<file path="src/rtl/assert_macros.svh">
// Assertion macros shared by the row delta reconstruct RTL.
// Included by files that carry concurrent checks; no other dependencies.
`ifndef ASSERT_MACROS_SVH
`define ASSERT_MACROS_SVH
`ifndef ASSERT_OFF
// Implication or plain property, sampled on the rising clock, off during reset.
`define ASSERT_PROP(label, clk, rst, prop) \
   label: assert property (@(posedge clk) disable iff (rst) (prop)) \
      else $error("assertion failed");
// Condition that must never be seen.
`define ASSERT_NEVER(label, clk, rst, expr) \
   label: assert property (@(posedge clk) disable iff (rst) !(expr)) \
      else $error("forbidden condition seen");
`else
`define ASSERT_PROP(label, clk, rst, prop)
`define ASSERT_NEVER(label, clk, rst, expr)
`endif
`endif

</file>
<file path="src/rtl/irdr_pkg.sv">
// Package for the image row delta reconstruct block: payload types,
// register indexes and shared constants. No dependencies.
`default_nettype none

package irdr_pkg;

   localparam int MAX_WIDTH_DEF = 4096;
   localparam int WIDTH_W       = 13;
   localparam int CSR_IDX_W     = 1;
   localparam int CSR_DATA_W    = 13;

   localparam logic [CSR_IDX_W-1:0] CSR_IMAGE_WIDTH = 1'b0;
   localparam logic [CSR_IDX_W-1:0] CSR_ALPHA_EN    = 1'b1;

   localparam logic [WIDTH_W-1:0] WIDTH_RESET  = 13'd1;
   localparam logic [7:0]         ALPHA_OPAQUE = 8'hff;

   typedef struct packed {
      logic       frame_start;
      logic [7:0] blue_diff;
      logic [7:0] green_val;
      logic [7:0] red_diff;
      logic [7:0] alpha_val;
   } req_type;

   typedef struct packed {
      logic [7:0] alpha_out;
      logic [7:0] red_out;
      logic [7:0] green_out;
      logic [7:0] blue_out;
      logic       row_end;
   } rsp_type;

   // Running-sum pixel and row flags handed from the front stage
   typedef struct packed {
      logic       first_row;
      logic       last;
      logic [7:0] sum_a;
      logic [7:0] sum_r;
      logic [7:0] sum_g;
      logic [7:0] sum_b;
   } pix_type;

endpackage

`default_nettype wire

</file>
<file path="src/rtl/irdr_front.sv">
// Front stage: column tracking, row start clearing and per-row running sums.
// Uses irdr_pkg types and assert_macros.svh.
`default_nettype none
`include "assert_macros.svh"

module irdr_front import irdr_pkg::*; #(
   parameter int COL_W = 12,
   parameter int CMP_W = 13
) (
   input  wire logic             clock,
   input  wire logic             reset,
   input  wire logic             accept,
   input  wire req_type          req,
   input  wire logic [CMP_W-1:0] width_eff,
   input  wire logic             alpha_en,
   output logic [COL_W-1:0]      col,
   output pix_type               pix
);

   logic [COL_W-1:0] col_ff, col_in;
   logic             first_ff, first_in;
   logic [7:0]       sum_b_ff, sum_g_ff, sum_r_ff, sum_a_ff;
   logic [COL_W-1:0] col_raw;
   logic             first_row;
   logic             row_start;
   logic             last;
   logic [7:0]       base_b, base_g, base_r, base_a;
   logic [7:0]       blue_c, red_c;

   // Column of this item, clamped to the current width
   always_comb begin
      col_raw   = req.frame_start ? '0 : col_ff;
      first_row = req.frame_start | first_ff;
      if (CMP_W'(col_raw) >= width_eff) begin
         col = COL_W'(width_eff - CMP_W'(1));
      end else begin
         col = col_raw;
      end
      last      = (CMP_W'(col) + CMP_W'(1)) >= width_eff;
      row_start = (col == '0);
   end

   // Color decorrelation and running sums
   always_comb begin
      blue_c = req.blue_diff + req.green_val;
      red_c  = req.red_diff + req.green_val;
      base_b = row_start ? 8'd0 : sum_b_ff;
      base_g = row_start ? 8'd0 : sum_g_ff;
      base_r = row_start ? 8'd0 : sum_r_ff;
      base_a = row_start ? 8'd0 : sum_a_ff;
      pix.first_row = first_row;
      pix.last      = last;
      pix.sum_b     = base_b + blue_c;
      pix.sum_g     = base_g + req.green_val;
      pix.sum_r     = base_r + red_c;
      pix.sum_a     = alpha_en ? base_a + req.alpha_val : base_a;
   end

   // Next column and row flag
   always_comb begin
      if (last) begin
         col_in   = '0;
         first_in = 1'b0;
      end else begin
         col_in   = col + COL_W'(1);
         first_in = first_row;
      end
   end

   always_ff @(posedge clock) begin
      if (reset) begin
         col_ff   <= '0;
         first_ff <= 1'b1;
         sum_b_ff <= '0;
         sum_g_ff <= '0;
         sum_r_ff <= '0;
         sum_a_ff <= '0;
      end else if (accept) begin
         col_ff   <= col_in;
         first_ff <= first_in;
         sum_b_ff <= pix.sum_b;
         sum_g_ff <= pix.sum_g;
         sum_r_ff <= pix.sum_r;
         sum_a_ff <= pix.sum_a;
      end
   end

   // A finished row wraps to column zero and leaves the first row behind
   `ASSERT_PROP(a_row_wrap, clock, reset, (accept && last) |=> (col_ff == '0 && !first_ff))
   // A new image that does not end its row right away stays on its first row
   `ASSERT_PROP(a_frame_first, clock, reset, (accept && req.frame_start && !last) |=> first_ff)

endmodule

`default_nettype wire

</file>
<file path="config.mk">
export PLATFORM = sky130hd
export DESIGN_NAME = irdr_front
export DESIGN_NICKNAME = d
export VERILOG_FILES = /design/src/rtl/irdr_pkg.sv /design/src/rtl/irdr_front.sv
export VERILOG_INCLUDE_DIRS = /design/src /design/src/rtl
export SDC_FILE = /design/constraint.sdc
export NUM_CORES = 1
export LEC_CHECK = 0
export BUFFER_PORTS_ARGS = -buffer_cell sky130_fd_sc_hd__buf_2
export CORE_ASPECT_RATIO = 1.5
export CORE_MARGIN = 2
export CORE_UTILIZATION = 35
export CTS_CLUSTER_DIAMETER = 50
export CTS_CLUSTER_SIZE = 28
export DETAILED_ROUTE_END_ITERATION = 6
export SLEW_MARGIN = 5
export SYNTH_ARGS = -nofsm -noshare
export SYNTH_HDL_FRONTEND = slang
export SYNTH_SLANG_ARGS = --single-unit
</file>
<file path="constraint.sdc">
create_clock -name clock -period 5.9 [get_ports clock]
set_clock_uncertainty 0.2 [all_clocks]
set_input_delay 0 -clock clock [delete_from_list [all_inputs] [get_ports clock]]
set_output_delay 0 -clock clock [all_outputs]
set_load 0.01 [all_outputs]
</file>
==> results.tsv, run 1 <==
stage	metric	value	unit
outcome	status	finished with violations	
outcome	failed_checks	hold timing	
min_path	holdCritPathClass	in2reg	
min_path	hp-start	req[24]	
power	p_clk_share	32.1	%
setup_path	cp-startpoint	col_ff[0]$_SDFFE_PP0P_	
setup_path	critical_path.max_fanout	6	
timing	hold_ws	-0.9779	ps
global_routing	top_usage_layer	met2	
timing	worst-slew-pin-transition	845.5	ps
detailed_routing	routed_wl	13860	um
setup_path	arrival	5410	ps
yosys	seq_area_frac_synth	17.61	%
die	die-area	0.01562	mm^2
yosys	yosys_most_used_dff	dfxtp_1	
clock_network	clk_pin_slew	70	ps
yosys	syn-mean-instance-area	8.158	um^2
global_routing	grtUsageMet3	2.806	%
yosys	ys_async_sr_fraction	0	%
clock_network	cts_buffer_depth	2	
yosys	yosysUniqueCellTypes	71	
detailed_routing	via_count	4772	
placed_design	place_area	0.005771	mm^2
power	sw_frac_of_total	33.51	%
cells_and_area	final_net_count	843	
power	comb_power_share	34.8	%
timing	hold_viol_final	1	
global_routing	globalRouteMet1Util	20.88	%
die	start_util	35.54	%
timing	fin_crit	5609	ps
die	io-pin-count	96	
global_routing	antenna_found_initial	0	
setup_path	endpoint_kind	output port	
timing	setup_ws	290.5	ps
detailed_routing	firstDrtPassIters	5	
power	p_int	0.6833	mW
global_routing	grt_pass1_wl	22430	um
die	dieHeight	152.1	um
detailed_routing	drc	0	
yosys	syn_inst	627	
placed_design	place_ws	121.6	ps
die	chipWidth	102.7	um
yosys	syn-num-nets	746	
power	peakVddDrop	0.0001264	V
cells_and_area	drive_gt1_share	22.76	%
setup_path	cp.required	5700	ps
yosys	ys_ff_latch	45	
placed_design	dp_hpwl	10960	um
clock_network	cts.sinks	45	
cells_and_area	final_cell_area	0.006102	mm^2
power	power_frac_seq	33.1	%
clock_network	h-tree-depth	2	
clock_network	cts-root-buf	clkbuf_16	
global_routing	grt_use_total	17.84	%
die	coreArea	0.01439	mm^2
clock_network	numCtsBuffers	5	
detailed_routing	wl_per_cell	15.05	um
clock_network	clkLatencyLatePin	290	ps
timing	finalCritPeriodShare	95.08	%
flow_run	cap_viol_max_count	0	
cells_and_area	final_util	42.40	%
yosys	yosys_warnings	0	
placed_design	place.gp.congestion	0.8538	
yosys	syn-cell-area	0.005115	mm^2
detailed_routing	ant_nets	0	
global_routing	grt_pass1_vias	4674	
placed_design	port_buffers	95	
detailed_routing	drt_iter0_markers	157	
timing	setup_violations	0	
power	power.switching	0.3443	mW
yosys	synth-edff-count	0	
global_routing	grt_max_degree	58	
setup_path	critPathLaunchType	flop	
timing	fmax	178.3	MHz
power	leakagePower	2.936	nW
die	rows	54	
cells_and_area	n_antenna_cell	0	
global_routing	grtUsageMet2	33.21	%
cells_and_area	syn2layout_area_growth	19.30	%
setup_path	rr_startpoint	col_ff[0]$_SDFFE_PP0P_	
setup_path	worst-setup-path-type	reg2out	
clock_network	cts_tree	done	
power	p_per_area	168.4	mW/mm^2
global_routing	grt_overflow	0	
timing	slew_viol_final	0	
timing	relSlewSlack	43.64	%
timing	grt_setup_unrepaired	true	
detailed_routing	vias_per_cell	5.181	
routing by layer:
layer / vias up / share of wire [%]
li1: 2406 / -
met3: 13 / 4.4
met1: 2244 / 41
met4: 0 / 1.4
met5: - / 0
met2: 109 / 53
flip-flops by register name, indices dropped and copies added, names as in the netlist:
signal and cells:
first_ff 1, col_ff 12, sum_b_ff 8, sum_r_ff 8, sum_g_ff 8, sum_a_ff 8
critical path: stages, from the launching register on:
cell       delay [ps]
dfxtp_1           330
nand2b_1           70
ha_1              260
nand2b_1          140
a31o_2            240
a221o_1           320
a311oi_4          360
mux2_4            250
ha_1              150
and3_1            160
o2111ai_1         120
mux2_4            350
buf_4             150
buf_4             120
and2_1            160
fa_1              430
ha_1              340
nor2b_2           170
o21ai_2           150
a21boi_2           90
o21ai_2           180
nand3_1           120
nand2_1           110
xor2_1            170
buf_2             160
power groups by stage:
stage                     registers [mW]  clock network [mW]  logic, mW
after CTS                          0.339               0.342      0.344
final                              0.340               0.330      0.358
after floorplan                    0.343                   0      0.227
after global routing               0.343               0.351      0.405
after detailed placement           0.346                   0      0.340
after global placement             0.346                   0      0.340
path summary, 6_finish.rpt:
check                             end  slack (ps)  cells past startpoint
max                           pix[23]         290                     24
min          sum_b_ff[0]$_SDFFE_PP0P_          -1                      4
max reg2reg    col_ff[9]$_SDFFE_PP0P_         310                     22
min reg2reg    col_ff[0]$_SDFFE_PP0P_         280                      2
cell usage in the layout, fill, tap and decap left out, types with 6 or more instances in the layout:
cell type  Yosys  final
buf_2          3     95
ha_1          51     50
inv_1         49     49
nor2_1        48     48
nand2_1       49     48
dfxtp_1       45     45
xnor2_1       32     32
and2_1        31     31
mux2i_1       29     28
a21oi_1       24     24
o21ai_0       26     21
buf_4          6     20
fa_1          18     16
nand2b_1      15     15
nand3_1       15     15
a31oi_1       11     11
xor2_1        11     10
a21o_1         9      9
nor3b_1        8      8
nor4_1         7      7
nor3_1         7      7
a311oi_1       7      7
nor2b_1       10      7
mux2_2         9      7
a211oi_1       6      6
o211ai_1       6      6
and3_1         6      6
cells by family after synthesis:
family	after synthesis	synth area share [%]
AND/OR/NAND/NOR	230	24.12
AO/OA/AOI/OAI	121	16.44
buffers and inverters	79	6.776
adder cells (fa/ha/maj)	70	19.74
flip-flops	45	17.61
XOR/XNOR	43	7.363
multiplexers	39	7.950
stage by stage:
stage	instances	setup TNS [ps]	total power, mW
floorplan	627	0	0.5696
global placement	902	0	0.6857
detailed placement	902	0	0.6865
CTS	912	0	1.025
global route	921	-120.8	1.099
finish	921	0	1.028
layout make-up:
class                      instances  area (um^2)
fill                            1511         8289
multi-input combinational        503         3936
sequential                        45        900.9
timing repair buffer             118        656.9
tap                              196        245.2
inverter                          51        191.4
clock buffer                       5        125.1
clock inverter                     3        46.29
what timing repair did:
| item | 4_1_cts | 5_1_grt |
|---|---|---|
| pin swaps | 1 | 6 |
| hold buffers | 2 | 0 |
| gates resized for setup | 3 | 26 |
| buffers inserted | 0 | 9 |
| hold endpoints to repair | 7 | 0 |
| endpoints found under the setup margin | 2 | 9 |
Yosys cell counts (11+ instances only):
| library cell | number | area share (%) |
|---|---|---|
| ha_1 | 51 | 12 |
| inv_1 | 49 | 3.6 |
| nand2_1 | 49 | 3.6 |
| nor2_1 | 48 | 3.5 |
| dfxtp_1 | 45 | 18 |
| xnor2_1 | 32 | 5.5 |
| and2_1 | 31 | 3.8 |
| mux2i_1 | 29 | 5.7 |
| o21ai_0 | 26 | 2.5 |
| a21oi_1 | 24 | 2.3 |
| fa_1 | 18 | 7.0 |
| nand2b_1 | 15 | 1.8 |
| nand3_1 | 15 | 1.5 |
| clkbuf_1 | 13 | 0.95 |
| a31oi_1 | 11 | 1.3 |
| xor2_1 | 11 | 1.9 |
Note: power is estimated with default switching activity, not from simulation.
==> inputs of run 2 (changes only) <==
--- a/config.mk
+++ b/config.mk
@@ -7,12 +7,14 @@
 export NUM_CORES = 1
 export LEC_CHECK = 0
 export BUFFER_PORTS_ARGS = -buffer_cell sky130_fd_sc_hd__buf_2
+export CELL_PAD_IN_SITES_DETAIL_PLACEMENT = 1
+export CELL_PAD_IN_SITES_GLOBAL_PLACEMENT = 1
 export CORE_ASPECT_RATIO = 1.5
-export CORE_MARGIN = 2
 export CORE_UTILIZATION = 35
 export CTS_CLUSTER_DIAMETER = 50
 export CTS_CLUSTER_SIZE = 28
 export DETAILED_ROUTE_END_ITERATION = 6
+export PLACE_DENSITY_LB_ADDON = 0.1
 export SLEW_MARGIN = 5
 export SYNTH_ARGS = -nofsm -noshare
 export SYNTH_HDL_FRONTEND = slang
==> run 2 against run 1 <==
The run now ends clean. Global-route usage grew 4.6 points. Non-clock buffer count grew 2. Sequential share of layout area shrank 0.14 points. Maximum frequency shrank 2.6%. Cell area grew 1.1%. Final cell count shrank 0.11%. Sequential power is essentially flat. Critical path depth shrank 1. Hold slack gained 21 ps. Critical endpoint unchanged.
==> results.tsv, run 2 (synthesis results as in run 1) <==
stage	metric	value	unit	change
setup_path	r2r_setup_slack	290	ps	-20 ps
cells_and_area	largest_register_ffs	12		unchanged
timing	slew_viol_final	0		unchanged
power	p_per_area	172.5	mW/mm^2	+2.4%
detailed_routing	drc	0		unchanged
timing	fmax	173.6	MHz	-2.6%
cells_and_area	n_antenna_cell	0		unchanged
min_path	holdCritPathClass	in2reg		
setup_path	slowest_delay	490	ps	+60 ps
cells_and_area	final_cell_mix	95 x buf_2, 49 x inv_1, 48 x nor2_1, 48 x ha_1, 47 x nand2_1		
timing	setup_violations	0		unchanged
detailed_routing	via_count	4996		+4.7%
power	p_clk_share	32.4	%	+0.3 points
die	chipWidth	100.7	um	-1.9%
placed_design	port_buffers	95		unchanged
placed_design	dp_hpwl	13340	um	+22%
timing	finalCritPeriodShare	97.63	%	+2.6 points
global_routing	grt_overflow	0		unchanged
clock_network	cts_tree	done		
global_routing	grt_max_degree	58		unchanged
clock_network	numCtsBuffers	5		unchanged
power	power_frac_seq	32.0	%	-1.1 points
setup_path	cpLargestDelayFamily	adder cells		
min_path	hold-path-cell-count	4		unchanged
detailed_routing	vias_per_cell	5.430		+4.8%
power	comb_power_share	35.6	%	+0.8 points
die	io-pin-count	96		unchanged
global_routing	antenna_found_initial	0		unchanged
setup_path	rr_startpoint	col_ff[11]$_SDFFE_PP0P_		
power	peakVddDrop	0.0001282	V	+1.4%
detailed_routing	routed_wl	16760	um	+21%
power	finalPower	1.064	mW	+3.6%
die	start_util	36.21	%	+0.67 points
setup_path	critPathBufInv	2		-1
cells_and_area	multiInputGateArea	0.003993	mm^2	+1.4%
cells_and_area	drive_gt1_share	24.18	%	+1.4 points
cells_and_area	syn2layout_area_growth	20.62	%	
setup_path	worst-setup-path-type	reg2out		
cells_and_area	regArea	902.1	um^2	+0.14%
timing	hold_ws	20.15	ps	+21.13 ps
timing	hold_viol_final	0		-1
setup_path	reg2reg_to	sum_r_ff[7]$_SDFFE_PP0P_		
setup_path	cp_cell_sequence	nor2b_4 > ha_1 > and4b_1 > and3_1 > a311oi_4 > mux2_4 > ha_4 > and3_1 > o2111ai_2 > mux2_4 > and2_4 > fa_1 > ha_2 > inv_1 > fa_2 > nor2b_2 > o21ai_2 > a21boi_2 > o21ai_2 > a21o_1 > nand2_2 > xor2_1 > buf_2		
power	sw_frac_of_total	34.11	%	+0.61 points
power	power.switching	0.3630	mW	+5.4%
setup_path	cp.required	5700	ps	about the same
die	die-area	0.01511	mm^2	-3.2%
timing	grt_setup_unrepaired	true		
placed_design	place.gp.congestion	0.8832		+3.4%
clock_network	cts_buffer_depth	2		unchanged
detailed_routing	ant_nets	0		unchanged
die	coreArea	0.01412	mm^2	-1.9%
min_path	hold_end	sum_r_ff[0]$_SDFFE_PP0P_		
die	dieHeight	150.1	um	-1.3%
global_routing	grt_pass1_wl	26210	um	+17%
global_routing	grt_pass1_vias	5281		+13%
clock_network	h-tree-depth	2		unchanged
die	rows	53		-1.9%
cells_and_area	fillerInstances	1761		+17%
setup_path	r2r_cells	23		+4.5%
global_routing	grt_use_total	22.41	%	+4.6 points
timing	setup_ws	139.6	ps	-150.9 ps
setup_path	slowest_stage	fa_1		
setup_path	arrival	5560	ps	+150 ps
timing	fin_crit	5760	ps	+150.9 ps
placed_design	place_ws	-151.3	ps	-272.8 ps
detailed_routing	wl_per_cell	18.22	um	+21%
flow_run	cap_viol_max_count	0		unchanged
detailed_routing	drt_iter0_markers	149		-5.1%
power	p_int	0.7011	mW	+2.6%
clock_network	clkLatencyLatePin	300	ps	about the same
outcome	status	complete, no violations		
clock_network	cts.sinks	45		unchanged
clock_network	cts-root-buf	clkbuf_16		
setup_path	critPathLaunchType	flop		
clock_network	clk_pin_slew	70	ps	about the same
setup_path	endpoint_kind	output port		
cells_and_area	final_net_count	846		+0.36%
cells_and_area	final_common_cell	buf_2		
cells_and_area	regMostFlops	col_ff		
detailed_routing	firstDrtPassIters	4		-1
timing	relSlewSlack	39.21	%	-4.4 points
power	leakagePower	2.960	nW	+0.82%
timing	worst-slew-pin-transition	911.9	ps	+66.45 ps
min_path	hp-start	req[8]		
setup_path	critical_path.max_fanout	6		unchanged
-- run 2: changes by cell type in the layout (fill, tap and decap cells not counted), moves of 2 or more --
cell | before | now
and2_4 | 0 | 2
and2_1 | 31 | 29
ha_1 | 50 | 48
buf_4 | 20 | 22
-- run 2: area by class of cell --
| cell class | instances | area share, % |
|---|---|---|
| clock inverters | 1 | 0.4867 |
| repair buffers | 120 | 10.87 |
| inverters | 51 | 3.103 |
| multi-input cells | 504 | 64.71 |
| clock buffers | 7 | 2.312 |
| well taps | 192 | 3.894 |
| flip-flops and latches | 45 | 14.62 |
-- run 2: repair_timing --
item | 4_1_cts | 5_1_grt
hold endpoints to repair | 8 | 0
hold buffers | 3 | 0
endpoints found under the setup margin | 6 | 9
pin swaps | 4 | 14
gates resized for setup | 19 | 18
buffers inserted | 6 | 6
cloned | 1 | 0
-- run 2: power by group through the flow --
| stage | clock, mW | combinational (mW) | sequential, mW |
|---|---|---|---|
| finish | 0.345 | 0.379 | 0.340 |
| global route | 0.361 | 0.421 | 0.343 |
| CTS | 0.349 | 0.369 | 0.340 |
| detailed placement | 0 | 0.354 | 0.347 |
| global placement | 0 | 0.340 | 0.345 |
| floorplan | 0 | 0.227 | 0.343 |
-- run 2: worst max path at each step --
stage / start / end / cells past startpoint
finish: col_ff[11]$_SDFFE_PP0P_ / pix[23] / 23
global route: col_ff[0]$_SDFFE_PP0P_ / pix[23] / 24
CTS: col_ff[0]$_SDFFE_PP0P_ / pix[31] / 23
detailed placement: col_ff[11]$_SDFFE_PP0P_ / sum_b_ff[7]$_SDFFE_PP0P_ / 23
global placement: col_ff[11]$_SDFFE_PP0P_ / sum_b_ff[7]$_SDFFE_PP0P_ / 23
floorplan: req[32] / sum_r_ff[7]$_SDFFE_PP0P_ / 30
-- run 2: metrics by stage --
step                setup TNS, ps  std cells  util, %  area (um^2)
floorplan                       0        627        -         5115
global placement                0        896    40.71         5751
detailed placement         -374.8        896    40.71         5751
CTS                             0        914    42.93         6063
global route               -130.2        920    43.68         6170
finish                          0        920    43.68         6170
-- run 2: worst reg2reg max path, stage by stage (launching register included) --
cell and delay (ps):
dfxtp_1 430, nor2b_4 210, ha_1 250, and4b_1 250, and3_1 250, a311oi_4 370, mux2_4 250, ha_4 140
and3_1 160, o2111ai_2 150, mux2_4 370, and2_4 170, fa_1 490, ha_2 190, inv_1 60, fa_2 390
nor2b_2 170, o21ai_2 90, a21boi_2 190, o21ai_2 110, a21o_1 200, buf_4 130, a31oi_1 120, o311ai_0 140
-- run 2: metal layers --
layer | wire, um | global-route usage (%) | up-vias
met1 | 6346 | 22.50 | 2466
met2 | 9439 | 45.48 | 101
met4 | 540 | 9.348 | 0
met5 | 0 | 0 | -
met3 | 437 | 2.242 | 28
li1 | - | - | 2401
